[config.mk]
export PLATFORM = sky130hd
export DESIGN_NAME = chrt_cell
export DESIGN_NICKNAME = d
export VERILOG_FILES = /design/src/hdl/consistent_hash_ring_table_defines.svh /design/src/hdl/chrt_pkg.sv /design/src/hdl/chrt_cell.sv
export SDC_FILE = /design/constraint.sdc
export NUM_CORES = 1
export LEC_CHECK = 0
export BUFFER_PORTS_ARGS = -buffer_cell sky130_fd_sc_hd__buf_2
export CAP_MARGIN = 20
export CORE_AREA = 2 2 163 165
export CTS_BUF_LIST = sky130_fd_sc_hd__clkbuf_8
export CTS_CLUSTER_SIZE = 24
export DETAILED_ROUTE_END_ITERATION = 6
export DIE_AREA = 0 0 165 167
export PLACE_DENSITY_LB_ADDON = 0.1
export RECOVER_POWER = 50
export SLEW_MARGIN = 25
export SYNTH_ARGS = -nofsm -noshare
export SYNTH_HDL_FRONTEND = slang
export SYNTH_SLANG_ARGS = --single-unit
[constraint.sdc]
create_clock -name clock -period 4.7 [get_ports clock]
set_input_delay 0.705 -clock clock [delete_from_list [all_inputs] [get_ports clock]]
set_output_delay 0.705 -clock clock [all_outputs]
set_load 0.005 [all_outputs]
[src/hdl/consistent_hash_ring_table_defines.svh]
// ----------------------------------------------------------------------------
// consistent_hash_ring_table_defines
// assertion macros shared by the ring table rtl
// ----------------------------------------------------------------------------
`ifndef CONSISTENT_HASH_RING_TABLE_DEFINES_SVH
`define CONSISTENT_HASH_RING_TABLE_DEFINES_SVH

`ifndef ASSERT_OFF

`define CHRT_ASSERT(lbl, prop, msg) \
   lbl: assert property (@(posedge clock) disable iff (reset) (prop)) else $error(msg);

`define CHRT_ASSERT_NEXT(lbl, pre, post, msg) \
   lbl: assert property (@(posedge clock) disable iff (reset) (pre) |=> (post)) else $error(msg);

`else

`define CHRT_ASSERT(lbl, prop, msg)

`define CHRT_ASSERT_NEXT(lbl, pre, post, msg)

`endif

`endif

[src/hdl/chrt_pkg.sv]
// ----------------------------------------------------------------------------
// chrt_pkg
// types and constants shared by the ring table cells and top level
// ----------------------------------------------------------------------------
package chrt_pkg;

   localparam int KEY_W            = 32;
   localparam int TAG_W            = 16;
   localparam int COUNT_W          = 9;
   localparam int RING_ENTRIES_DEF = 256;
   localparam int TAG_BITS_DEF     = 16;

   typedef enum logic [1:0] {
      OP_INSERT = 2'd0,
      OP_REMOVE = 2'd1,
      OP_GET    = 2'd2,
      OP_NEXT   = 2'd3
   } op_type;

   typedef enum logic [1:0] {
      STS_OK        = 2'd0,
      STS_NOT_FOUND = 2'd1,
      STS_FULL      = 2'd2,
      STS_EMPTY     = 2'd3
   } status_type;

   typedef enum logic [1:0] {
      S_IDLE,
      S_SCAN,
      S_OUT
   } state_type;

   typedef struct packed {
      logic   active;
      op_type op;
      logic   hit;
      logic   free_ok;
      logic   least_ok;
      logic   succ_ok;
   } tok_ctl_type;

endpackage

[src/hdl/chrt_cell.sv]
// ----------------------------------------------------------------------------
// chrt_cell
// one ring entry plus one stage of the search token that walks the chain
// ----------------------------------------------------------------------------
module chrt_cell #(
   parameter int IDX_BITS = $clog2(chrt_pkg::RING_ENTRIES_DEF),
   parameter int TAG_BITS = chrt_pkg::TAG_BITS_DEF
) (
   input  logic                       clock,
   input  logic                       reset,
   input  logic [IDX_BITS-1:0]        cell_idx,
   input  chrt_pkg::tok_ctl_type      ctl_i,
   input  logic [chrt_pkg::KEY_W-1:0] key_i,
   input  logic [TAG_BITS-1:0]        tag_i,
   input  logic [TAG_BITS-1:0]        hit_tag_i,
   input  logic [IDX_BITS-1:0]        free_idx_i,
   input  logic [chrt_pkg::KEY_W-1:0] least_key_i,
   input  logic [TAG_BITS-1:0]        least_tag_i,
   input  logic [chrt_pkg::KEY_W-1:0] succ_key_i,
   input  logic [TAG_BITS-1:0]        succ_tag_i,
   output chrt_pkg::tok_ctl_type      ctl_o,
   output logic [chrt_pkg::KEY_W-1:0] key_o,
   output logic [TAG_BITS-1:0]        tag_o,
   output logic [TAG_BITS-1:0]        hit_tag_o,
   output logic [IDX_BITS-1:0]        free_idx_o,
   output logic [chrt_pkg::KEY_W-1:0] least_key_o,
   output logic [TAG_BITS-1:0]        least_tag_o,
   output logic [chrt_pkg::KEY_W-1:0] succ_key_o,
   output logic [TAG_BITS-1:0]        succ_tag_o,
   input  logic                       wr_en,
   input  logic [IDX_BITS-1:0]        wr_idx,
   input  logic [chrt_pkg::KEY_W-1:0] wr_key,
   input  logic [TAG_BITS-1:0]        wr_tag
);

   logic                       valid_ff, valid_in;
   logic [chrt_pkg::KEY_W-1:0] ent_key_ff, ent_key_in;
   logic [TAG_BITS-1:0]        ent_tag_ff, ent_tag_in;

   chrt_pkg::tok_ctl_type      ctl_ff, ctl_in;
   logic [chrt_pkg::KEY_W-1:0] key_ff, key_in;
   logic [TAG_BITS-1:0]        tag_ff, tag_in;
   logic [TAG_BITS-1:0]        hit_tag_ff, hit_tag_in;
   logic [IDX_BITS-1:0]        free_idx_ff, free_idx_in;
   logic [chrt_pkg::KEY_W-1:0] least_key_ff, least_key_in;
   logic [TAG_BITS-1:0]        least_tag_ff, least_tag_in;
   logic [chrt_pkg::KEY_W-1:0] succ_key_ff, succ_key_in;
   logic [TAG_BITS-1:0]        succ_tag_ff, succ_tag_in;

   logic match;
   logic wr_hit;

   always_comb begin
      match  = ctl_i.active && valid_ff && (ent_key_ff == key_i);
      wr_hit = wr_en && (wr_idx == cell_idx);

      // entry update
      valid_in   = valid_ff;
      ent_key_in = ent_key_ff;
      ent_tag_in = ent_tag_ff;
      if (wr_hit) begin
         valid_in   = 1'b1;
         ent_key_in = wr_key;
         ent_tag_in = wr_tag;
      end
      if (match && (ctl_i.op == chrt_pkg::OP_INSERT)) begin
         ent_tag_in = tag_i;
      end
      if (match && (ctl_i.op == chrt_pkg::OP_REMOVE)) begin
         valid_in = 1'b0;
      end

      // token stage
      ctl_in       = ctl_i;
      key_in       = key_i;
      tag_in       = tag_i;
      hit_tag_in   = hit_tag_i;
      free_idx_in  = free_idx_i;
      least_key_in = least_key_i;
      least_tag_in = least_tag_i;
      succ_key_in  = succ_key_i;
      succ_tag_in  = succ_tag_i;
      if (match) begin
         ctl_in.hit = 1'b1;
         hit_tag_in = ent_tag_ff;
      end
      if (!ctl_i.free_ok && !valid_ff) begin
         ctl_in.free_ok = 1'b1;
         free_idx_in    = cell_idx;
      end
      if (valid_ff && (!ctl_i.least_ok || (ent_key_ff < least_key_i))) begin
         ctl_in.least_ok = 1'b1;
         least_key_in    = ent_key_ff;
         least_tag_in    = ent_tag_ff;
      end
      if (valid_ff && (ent_key_ff > key_i) &&
          (!ctl_i.succ_ok || (ent_key_ff < succ_key_i))) begin
         ctl_in.succ_ok = 1'b1;
         succ_key_in    = ent_key_ff;
         succ_tag_in    = ent_tag_ff;
      end
   end

   always_ff @(posedge clock) begin
      if (reset) begin
         valid_ff <= 1'b0;
         ctl_ff   <= '0;
      end else begin
         valid_ff <= valid_in;
         ctl_ff   <= ctl_in;
      end
   end

   always_ff @(posedge clock) begin
      ent_key_ff   <= ent_key_in;
      ent_tag_ff   <= ent_tag_in;
      key_ff       <= key_in;
      tag_ff       <= tag_in;
      hit_tag_ff   <= hit_tag_in;
      free_idx_ff  <= free_idx_in;
      least_key_ff <= least_key_in;
      least_tag_ff <= least_tag_in;
      succ_key_ff  <= succ_key_in;
      succ_tag_ff  <= succ_tag_in;
   end

   assign ctl_o       = ctl_ff;
   assign key_o       = key_ff;
   assign tag_o       = tag_ff;
   assign hit_tag_o   = hit_tag_ff;
   assign free_idx_o  = free_idx_ff;
   assign least_key_o = least_key_ff;
   assign least_tag_o = least_tag_ff;
   assign succ_key_o  = succ_key_ff;
   assign succ_tag_o  = succ_tag_ff;

endmodule

==> flow_summary.toml, run 1 <==
[synthesis]
synth_top_family_by_area = "multiplexers"
ys.warnings.count = 0
synth_cell_types = 48
synth.area.mux_share_pct = 17.28
syn_area_sq_um = 9298
seq_area_frac_synth_pct = 53.40
ys_seq_elements = 224
synth_top_cell_area_share_pct = 37.90
avgSynthCellArea_sq_um = 12.50
synthArstFlopShare_pct = 0
syn_inst = 744
yosysTopAreaCell = "dfxtp_1"
synth_xor_area_share_pct = 0.7536
ys.flop_type = "dfxtp_1"
synth_area_leaders = "dfxtp_1 (38%), edfxtp_1 (16%), mux2_2 (13%)"
syn-num-nets = 1080
synth_simple_gate_area_share_pct = 5.006
synth_edf_count = 48
synth_compound_area_share_pct = 5.813
synthAdderAreaFrac_pct = 12.65

[global_routing]
grt_usage_pct = 20.24
grt_max_degree = 38
antenna_found_initial = 4
grt_pass1_wl_um = 42010
overflow = 0
grt_pass1_vias = 7551

[drt]
wl_per_cell_um = 18.14
routed_wl_um = 28390
drt_iter0_markers = 183
first_pass_iters = 4
via_per_inst = 4.565
final_antenna_net_count = 0
route.detailed.drc = 0
num_vias = 7145

[timing]
tightest_slew_ns = 0.7756
skew_ns = 0.03632
fin_crit_ns = 3.361
hold_viol = 0
period_share_pct = 71.51
fin_ws_ns = 1.339
fin_tns_setup_ns = 0
rsz0062_at_grt = "no"
report.final.slew_viol_count = 0
finalSetupViolCount = 0
max_clock_freq_mhz = 297.6
slew_headroom_pct = 47.63

[power_and_ir_drop]
ir_drop_uv = 227.5
p_switching_mw = 0.9939
switching_share_pct = 23.29
powerDensity_nw_per_um2 = 343.4
power_frac_seq_pct = 48.5
comb_power_share_pct = 9.1
total_power_mw = 4.267
p_int_mw = 3.273
p_leak_nw = 5.965
p_clk_share_pct = 42.4

[floorplanning]
io_pins = 417
die_h_um = 167
initial_core_util_pct = 36.09
rows = 59
fp.dieW_um = 165
dieArea_sq_um = 27560
coreArea_sq_um = 25760

[clocking]
cts_tree = "yes"
path_clk_slew_ns = 0.06
clk_latency_ns = 0.54
cts-root-buf = "clkbuf_8"
cts_setup_buffers = 0
htree_levels = 2
cts_hold_buf = 0
clock_path_buffers = 3
ctsResizeCount = 0
cts.sinks = 224
cts_buffers = 40

[place]
post-place-ws_ns = 1.002
placed_cell_area_sq_um = 11760
place_congestion = 0.8241
numPortBuffers = 416
dp_hpwl_um = 22330

[layout]
final_util_pct = 48.23
stdcell_area_sq_um = 12430
final_common_cell = "buf_2"
fillCellCount = 2523
nNetsFinal = 1532
drive_gt1_share_pct = 40.86
syn_to_final_growth_pct = 33.66
multi_input_area_sq_um = 3871
seqCellArea_sq_um = 4965
final_cell_mix = "buf_2 (304), dfxtp_1 (176), inv_1 (117), clkbuf_1 (111), mux2_2 (110)"

[worst_setup_path]
critPathKind = "reg -> reg"
start_kind = "flip-flop"
crit_fanout = 35
slowest_delay_ns = 0.65
worst_setup_path_end_kind = "flip-flop"
cp_slowest_cell = "o311ai_0"
critPathBufInv = 1
crit_family = "compound AO/OA/AOI/OAI gates"
worstPathCellList = "ha_1 -> o21ai_0 -> a21oi_1 -> o311ai_0 -> a211oi_1 -> a211oi_4 -> buf_4 -> mux2_2"
worstPathRequired_ns = 5.09
crit_arrival_ns = 3.76

[status]
status = "finished clean"

[hold_path]
hold_path.class = "in -> reg"

[job]
cap_violations = 0
==> per-layer routing <==
| metal | vias to the layer above | global-route usage [%] | part of all wire (%) |
|---|---|---|---|
| li1 | 3526 | - | - |
| met2 | 290 | 34.89 | 49 |
| met4 | 0 | 7.750 | 2.9 |
| met5 | - | 0 | 0 |
| met3 | 54 | 5.778 | 8.2 |
| met1 | 3275 | 23.59 | 40 |
==> kinds of logic after synthesis <==
group                      Yosys count
DFF                                224
AOI/OAI and AO/OA                   90
buffers and inverters              111
muxes                              136
and+or+nand+nor                     81
xor gates and xnor gates             8
adders and majority gates           94
==> cell type report <==
class | count | share of cell area [%]
inverters | 98 | 2.960
multi-input cells | 409 | 31.15
flip-flops and latches | 224 | 39.95
clock inverters | 25 | 1.228
diodes | 4 | 0.08055
well taps | 335 | 3.373
repair buffers | 423 | 16.05
clock buffers | 47 | 5.205
==> state kept, by name, indices dropped and copies added, names as in the netlist, 8 cells and up <==
| name | cells |
|---|---|
| ent_key_ff | 32 |
| key_o | 32 |
| least_key_o | 32 |
| succ_key_o | 32 |
| ent_tag_ff | 16 |
| hit_tag_o | 16 |
| least_tag_o | 16 |
| succ_tag_o | 16 |
| tag_o | 16 |
| free_idx_o | 8 |
==> stage by stage <==
stage	hold slack, ns	std cells
final	0.2745	1565
after global routing	0.2467	1565
after CTS	0.2445	1561
after detailed placement	0.5212	1489
after global placement	0.5176	1489
after floorplan	0.4904	744
==> cells in the mapped netlist, types with 8 or more instances <==
cell / number
nor2_1: 13
ha_1: 94
inv_1: 98
edfxtp_1: 48
a21oi_1: 44
nand4_1: 10
dfxtp_1: 176
nand2_1: 28
xnor2_1: 8
o21ai_0: 19
mux2_4: 20
mux2_2: 110
==> path summary, 6_finish.rpt <==
check / from / end / slack [ns] / depth (start not counted)
setup / recovery: ent_key_ff[1] / succ_key_o[10] / 1.34 / 8
hold reg to reg: ent_tag_ff[14] / hit_tag_o[14] / 0.53 / 1
hold / removal: tag_i[9] / tag_o[9] / 0.27 / 1
setup reg to reg: ent_key_ff[1] / succ_key_o[10] / 1.34 / 8
==> power groups by stage <==
stage | Sequential (mW) | Combinational, mW | Clock, mW
after floorplan | 2.12 | 0.150 | 0
after global placement | 2.11 | 0.403 | 0
after detailed placement | 2.11 | 0.406 | 0
after CTS | 2.07 | 0.408 | 1.86
after global routing | 2.08 | 0.437 | 1.96
final | 2.07 | 0.388 | 1.81
Power figures use the tool's default switching activity.
==> run 2: changes to the inputs <==
==> constraint.sdc (replaced) <==
create_clock -name clock -period 3.3 [get_ports clock]
set_input_delay 0.495 -clock clock [delete_from_list [all_inputs] [get_ports clock]]
set_output_delay 0.495 -clock clock [all_outputs]
set_load 0.005 [all_outputs]
==> flow_summary.toml, run 2 (same netlist as run 1, synthesis figures left out) <==
[status]
status = "finished clean"

[clocking]
cts_tree = "yes"
cts_setup_buffers = 0
cts-root-buf = "clkbuf_8"
htree_levels = 2
path_clk_slew_ns = 0.06
clock_path_buffers = 3
cts.sinks = 224
clk_latency_ns = 0.54
cts_hold_buf = 0
cts_buffers = 40
ctsResizeCount = 0

[worst_setup_path]
worstPathRequired_ns = 3.72
worst_setup_path_end_kind = "flip-flop"
critPathKind = "reg -> reg"
r2r_slack_ns = 0.34
crit_arrival_ns = 3.38
crit_fanout = 26
start_kind = "flip-flop"

[timing]
period_share_pct = 89.65
rsz0062_at_grt = "no"
slew_headroom_pct = 5.749
skew_ns = 0.02050
fin_tns_setup_ns = 0
max_clock_freq_mhz = 338.0
tightest_slew_ns = 1.414
fin_crit_ns = 2.958
finalSetupViolCount = 0
hold_viol = 0
report.final.slew_viol_count = 0
fin_ws_ns = 0.3417

[drt]
drt_iter0_markers = 178
route.detailed.drc = 0
via_per_inst = 4.506
wl_per_cell_um = 18.11
first_pass_iters = 4
routed_wl_um = 28380
final_antenna_net_count = 0
num_vias = 7061

[layout]
fin_cells = 1567
drive_gt1_share_pct = 41.99
nNetsFinal = 1536
stdcell_area_sq_um = 12470
syn_to_final_growth_pct = 34.14
fillCellCount = 2526
final_util_pct = 48.41
final_cell_mix = "buf_2 (314), dfxtp_1 (176), inv_1 (113), mux2_2 (110), clkbuf_1 (101)"
final_common_cell = "buf_2"

[floorplanning]
fp.dieW_um = 165
coreArea_sq_um = 25760
io_pins = 417
rows = 59
die_h_um = 167
dieArea_sq_um = 27560
initial_core_util_pct = 36.09

[job]
cap_violations = 0

[place]
placed_cell_area_sq_um = 11820
dp_hpwl_um = 22640
post-place-ws_ns = 0.2414
place_congestion = 0.8021
dp.cells = 1493
numPortBuffers = 416

[power_and_ir_drop]
p_leak_nw = 5.996
powerDensity_nw_per_um2 = 487.6
ir_drop_uv = 325.0

[global_routing]
overflow = 0
grt_usage_pct = 20.33
antenna_found_initial = 3
grt_pass1_vias = 7464
grt_max_degree = 29
grt_pass1_wl_um = 42300

[hold_path]
hold_path.class = "in -> reg"
[run 2: area by class of cell]
cell class                      instances  area (sq um)  share of cell area (%)
Antenna cell                            3         7.507                 0.06019
Clock buffer                           45         619.3                   4.966
Inverter                               98         367.9                   2.949
Clock inverter                         26         172.7                   1.384
Tap cell                              335         419.2                   3.361
Sequential cell                       224          4965                   39.81
Timing Repair Buffer                  427          2054                   16.47
Multi-Input combinational cell        409          3866                   31.00
[run 2: path summary, 6_finish.rpt]
| kind | startpoint | to | depth (start not counted) |
|---|---|---|---|
| worst min register to register | ent_tag_ff[14] | least_tag_o[14] | 1 |
| worst max register to register | ent_key_ff[1] | succ_tag_o[6] | 9 |
| worst max-delay path | ent_key_ff[1] | succ_tag_o[6] | 9 |
| worst min-delay path | tag_i[15] | tag_o[15] | 1 |
[run 2: layer usage]
layer / track usage (%) / routed length [um]
met1: 23.72 / 11340
met2: 35.29 / 14000
met3: 6.052 / 2285
met4: 6.805 / 754
met5: 0 / 0
[run 2: power by group]
part / switching [mW] / internal [mW] / leakage, nW
clock network: 1.16 / 1.41 / 0.464
logic: 0.257 / 0.300 / 3.62
registers: 0.0296 / 2.92 / 1.92
total: 1.45 / 4.63 / 6.00
[run 2: worst max-delay path, stage by stage, from the launching register on]
cell and delay (ns):
edfxtp_1 0.50, ha_1 0.32, o21ai_0 0.14, a21oi_1 0.06, o311ai_0 0.54, buf_4 0.22, a211oi_1 0.09, a211oi_4 0.34
buf_12 0.26, mux2_2 0.37
[run 2: per-stage QoR]
| step | hold slack, ns | total power, mW |
|---|---|---|
| after CTS | 0.01860 | 6.196 |
| after detailed placement | 0.5118 | 3.584 |
| after floorplan | 0.4904 | 3.237 |
| after global placement | 0.5158 | 3.579 |
| after global routing | 0.02907 | 6.378 |
| final | 0.06728 | 6.081 |
==> run 3: changes to the inputs <==
--- a/config.mk
+++ b/config.mk
@@ -7,11 +7,13 @@
 export LEC_CHECK = 0
 export BUFFER_PORTS_ARGS = -buffer_cell sky130_fd_sc_hd__buf_2
 export CAP_MARGIN = 20
-export CORE_AREA = 2 2 163 165
+export CELL_PAD_IN_SITES_DETAIL_PLACEMENT = 0
+export CELL_PAD_IN_SITES_GLOBAL_PLACEMENT = 2
+export CORE_MARGIN = 2
+export CORE_UTILIZATION = 30
 export CTS_BUF_LIST = sky130_fd_sc_hd__clkbuf_8
 export CTS_CLUSTER_SIZE = 24
 export DETAILED_ROUTE_END_ITERATION = 6
-export DIE_AREA = 0 0 165 167
 export PLACE_DENSITY_LB_ADDON = 0.1
 export RECOVER_POWER = 50
 export SLEW_MARGIN = 25
==> flow_summary.toml, run 3 (same netlist as run 1, synthesis figures left out) <==
[clocking]
cts.sinks = 224
cts_hold_buf = 0
cts_tree = "yes"
htree_levels = 2
ctsResizeCount = 0
path_clk_slew_ns = 0.06
cts_buffers = 43
clock_path_buffers = 3
cts_setup_buffers = 0
cts-root-buf = "clkbuf_8"
clk_latency_ns = 0.56

[hold_path]
hold_start = "tag_i[9]"
holdPathEnd = "tag_o[9]"
hold_path.class = "in -> reg"
hold_depth = 1

[worst_setup_path]
r2r_cells = 9
r2r_start = "ent_key_ff[1]"
cp_slowest_cell = "edfxtp_1"
r2r_slack_ns = 0.34
slowest_delay_ns = 0.53
critPathKind = "reg -> reg"
crit_fanout = 27
worstPathRequired_ns = 3.74
worstPathCellList = "ha_1 -> nor2b_1 -> o211ai_1 -> a2111oi_0 -> buf_4 -> o31ai_1 -> a211oi_4 -> buf_12 -> mux2_2"
worst_setup_path_end_kind = "flip-flop"
start_kind = "flip-flop"
r2r_end = "succ_tag_o[13]"
crit_arrival_ns = 3.40

[timing]
max_clock_freq_mhz = 337.7
tightest_slew_ns = 0.9722
report.final.slew_viol_count = 0
whs_ns = 0.05543
finalSetupViolCount = 0
rsz0062_at_grt = "no"
hold_viol = 0
fin_crit_ns = 2.962
slew_headroom_pct = 34.69
period_share_pct = 89.75
fin_ws_ns = 0.3384
skew_ns = 0.02393
fin_tns_setup_ns = 0

[power_and_ir_drop]
p_switching_mw = 1.542
p_leak_nw = 6.023
p_int_mw = 4.894
power_frac_seq_pct = 45.8
ir_drop_uv = 333.0
switching_share_pct = 23.96
p_clk_share_pct = 45.5
powerDensity_nw_per_um2 = 505.9
comb_power_share_pct = 8.7

[floorplanning]
fp.dieW_um = 180.0
rows = 64
coreArea_sq_um = 30590
io_pins = 417
initial_core_util_pct = 30.40
dieArea_sq_um = 32420
die_h_um = 180.0

[layout]
fillCellCount = 3050
fin_cells = 1641
final_cell_mix = "buf_2 (290), dfxtp_1 (176), clkbuf_1 (125), inv_1 (110), mux2_2 (110)"
final_common_cell = "buf_2"
drive_gt1_share_pct = 40.89
nNetsFinal = 1541
stdcell_area_sq_um = 12720
syn_to_final_growth_pct = 36.82

[place]
post-place-ws_ns = 0.2332
dp.cells = 1556
placed_cell_area_sq_um = 11950
dp_hpwl_um = 24140
place_congestion = 0.7880
numPortBuffers = 416

[drt]
via_per_inst = 4.346
final_antenna_net_count = 0
first_pass_iters = 6
routed_wl_um = 30680
route.detailed.drc = 0
num_vias = 7132
wl_per_cell_um = 18.70
drt_iter0_markers = 202

[global_routing]
grt_max_degree = 29
grt_usage_pct = 18.54
antenna_found_initial = 4
grt_pass1_vias = 7736
grt_pass1_wl_um = 45820
overflow = 0

[status]
status = "finished clean"

[job]
cap_violations = 0
run 3: cell types whose count changed in the layout (fill, tap and decap cells not counted), moves of 2 or more:
| cell | previous run | this run |
|---|---|---|
| buf_2 | 314 | 290 |
| clkbuf_8 | 45 | 52 |
| inv_1 | 113 | 110 |
| diode_2 | 3 | 5 |
| clkbuf_1 | 101 | 125 |
| clkinv_2 | 5 | 7 |
| buf_12 | 2 | 5 |
| buf_1 | 3 | 1 |
run 3: final cells by class:
type | instances | area (sq um) | share of cell area (%)
sequential | 224 | 4965 | 39.03
antenna | 5 | 12.51 | 0.09836
clock inverter | 28 | 214.0 | 1.682
multi-input combinational | 409 | 3866 | 30.39
tap | 396 | 495.5 | 3.895
inverter | 98 | 367.9 | 2.892
timing repair buffer | 429 | 2085 | 16.39
clock buffer | 52 | 715.7 | 5.626
run 3: through the flow:
stage               utilization, %  total power, mW
floorplan                        -            3.237
global placement             39.06            3.594
detailed placement           39.06            3.595
CTS                          42.10            6.582
global route                 41.58            6.744
finish                       41.59            6.435
run 3: worst max-delay path: cells and delay by family, from the launching register on:
kind,cells,cell delay [ns]
mux,1,0.37
compound gates,4,1.01
fa+ha+maj,1,0.36
buf+inv,2,0.44
simple gates,1,0.12
flops,1,0.53
run 3: worst max-delay path by stage:
stage	cells past startpoint	slack [ns]	endpoint	start
2_1_floorplan	4	0.38	ent_tag_ff[0]	cell_idx[0]
3_3_place_gp	10	0.27	succ_tag_o[12]	key_i[7]
3_5_place_dp	10	0.23	succ_tag_o[14]	key_i[7]
4_1_cts	8	0.31	succ_tag_o[3]	ent_key_ff[15]
5_1_grt	8	0.20	succ_tag_o[3]	ent_key_ff[13]
6_report	9	0.34	succ_tag_o[13]	ent_key_ff[1]
run 3: metal layers:
metal	up-vias	track usage (%)	part of all wire, %
met5	-	0	0
met4	0	6.290	2.8
met3	57	5.376	8.1
met2	305	32.55	48
met1	3218	21.61	41
li1	3552	-	-
run 3: power groups by stage:
stage,Sequential [mW],Combinational [mW],Clock [mW]
after global routing,2.96,0.631,3.15
after detailed placement,3.00,0.592,0
after global placement,3.00,0.591,0
after floorplan,3.02,0.214,0
after CTS,2.95,0.596,3.04
final,2.95,0.560,2.93
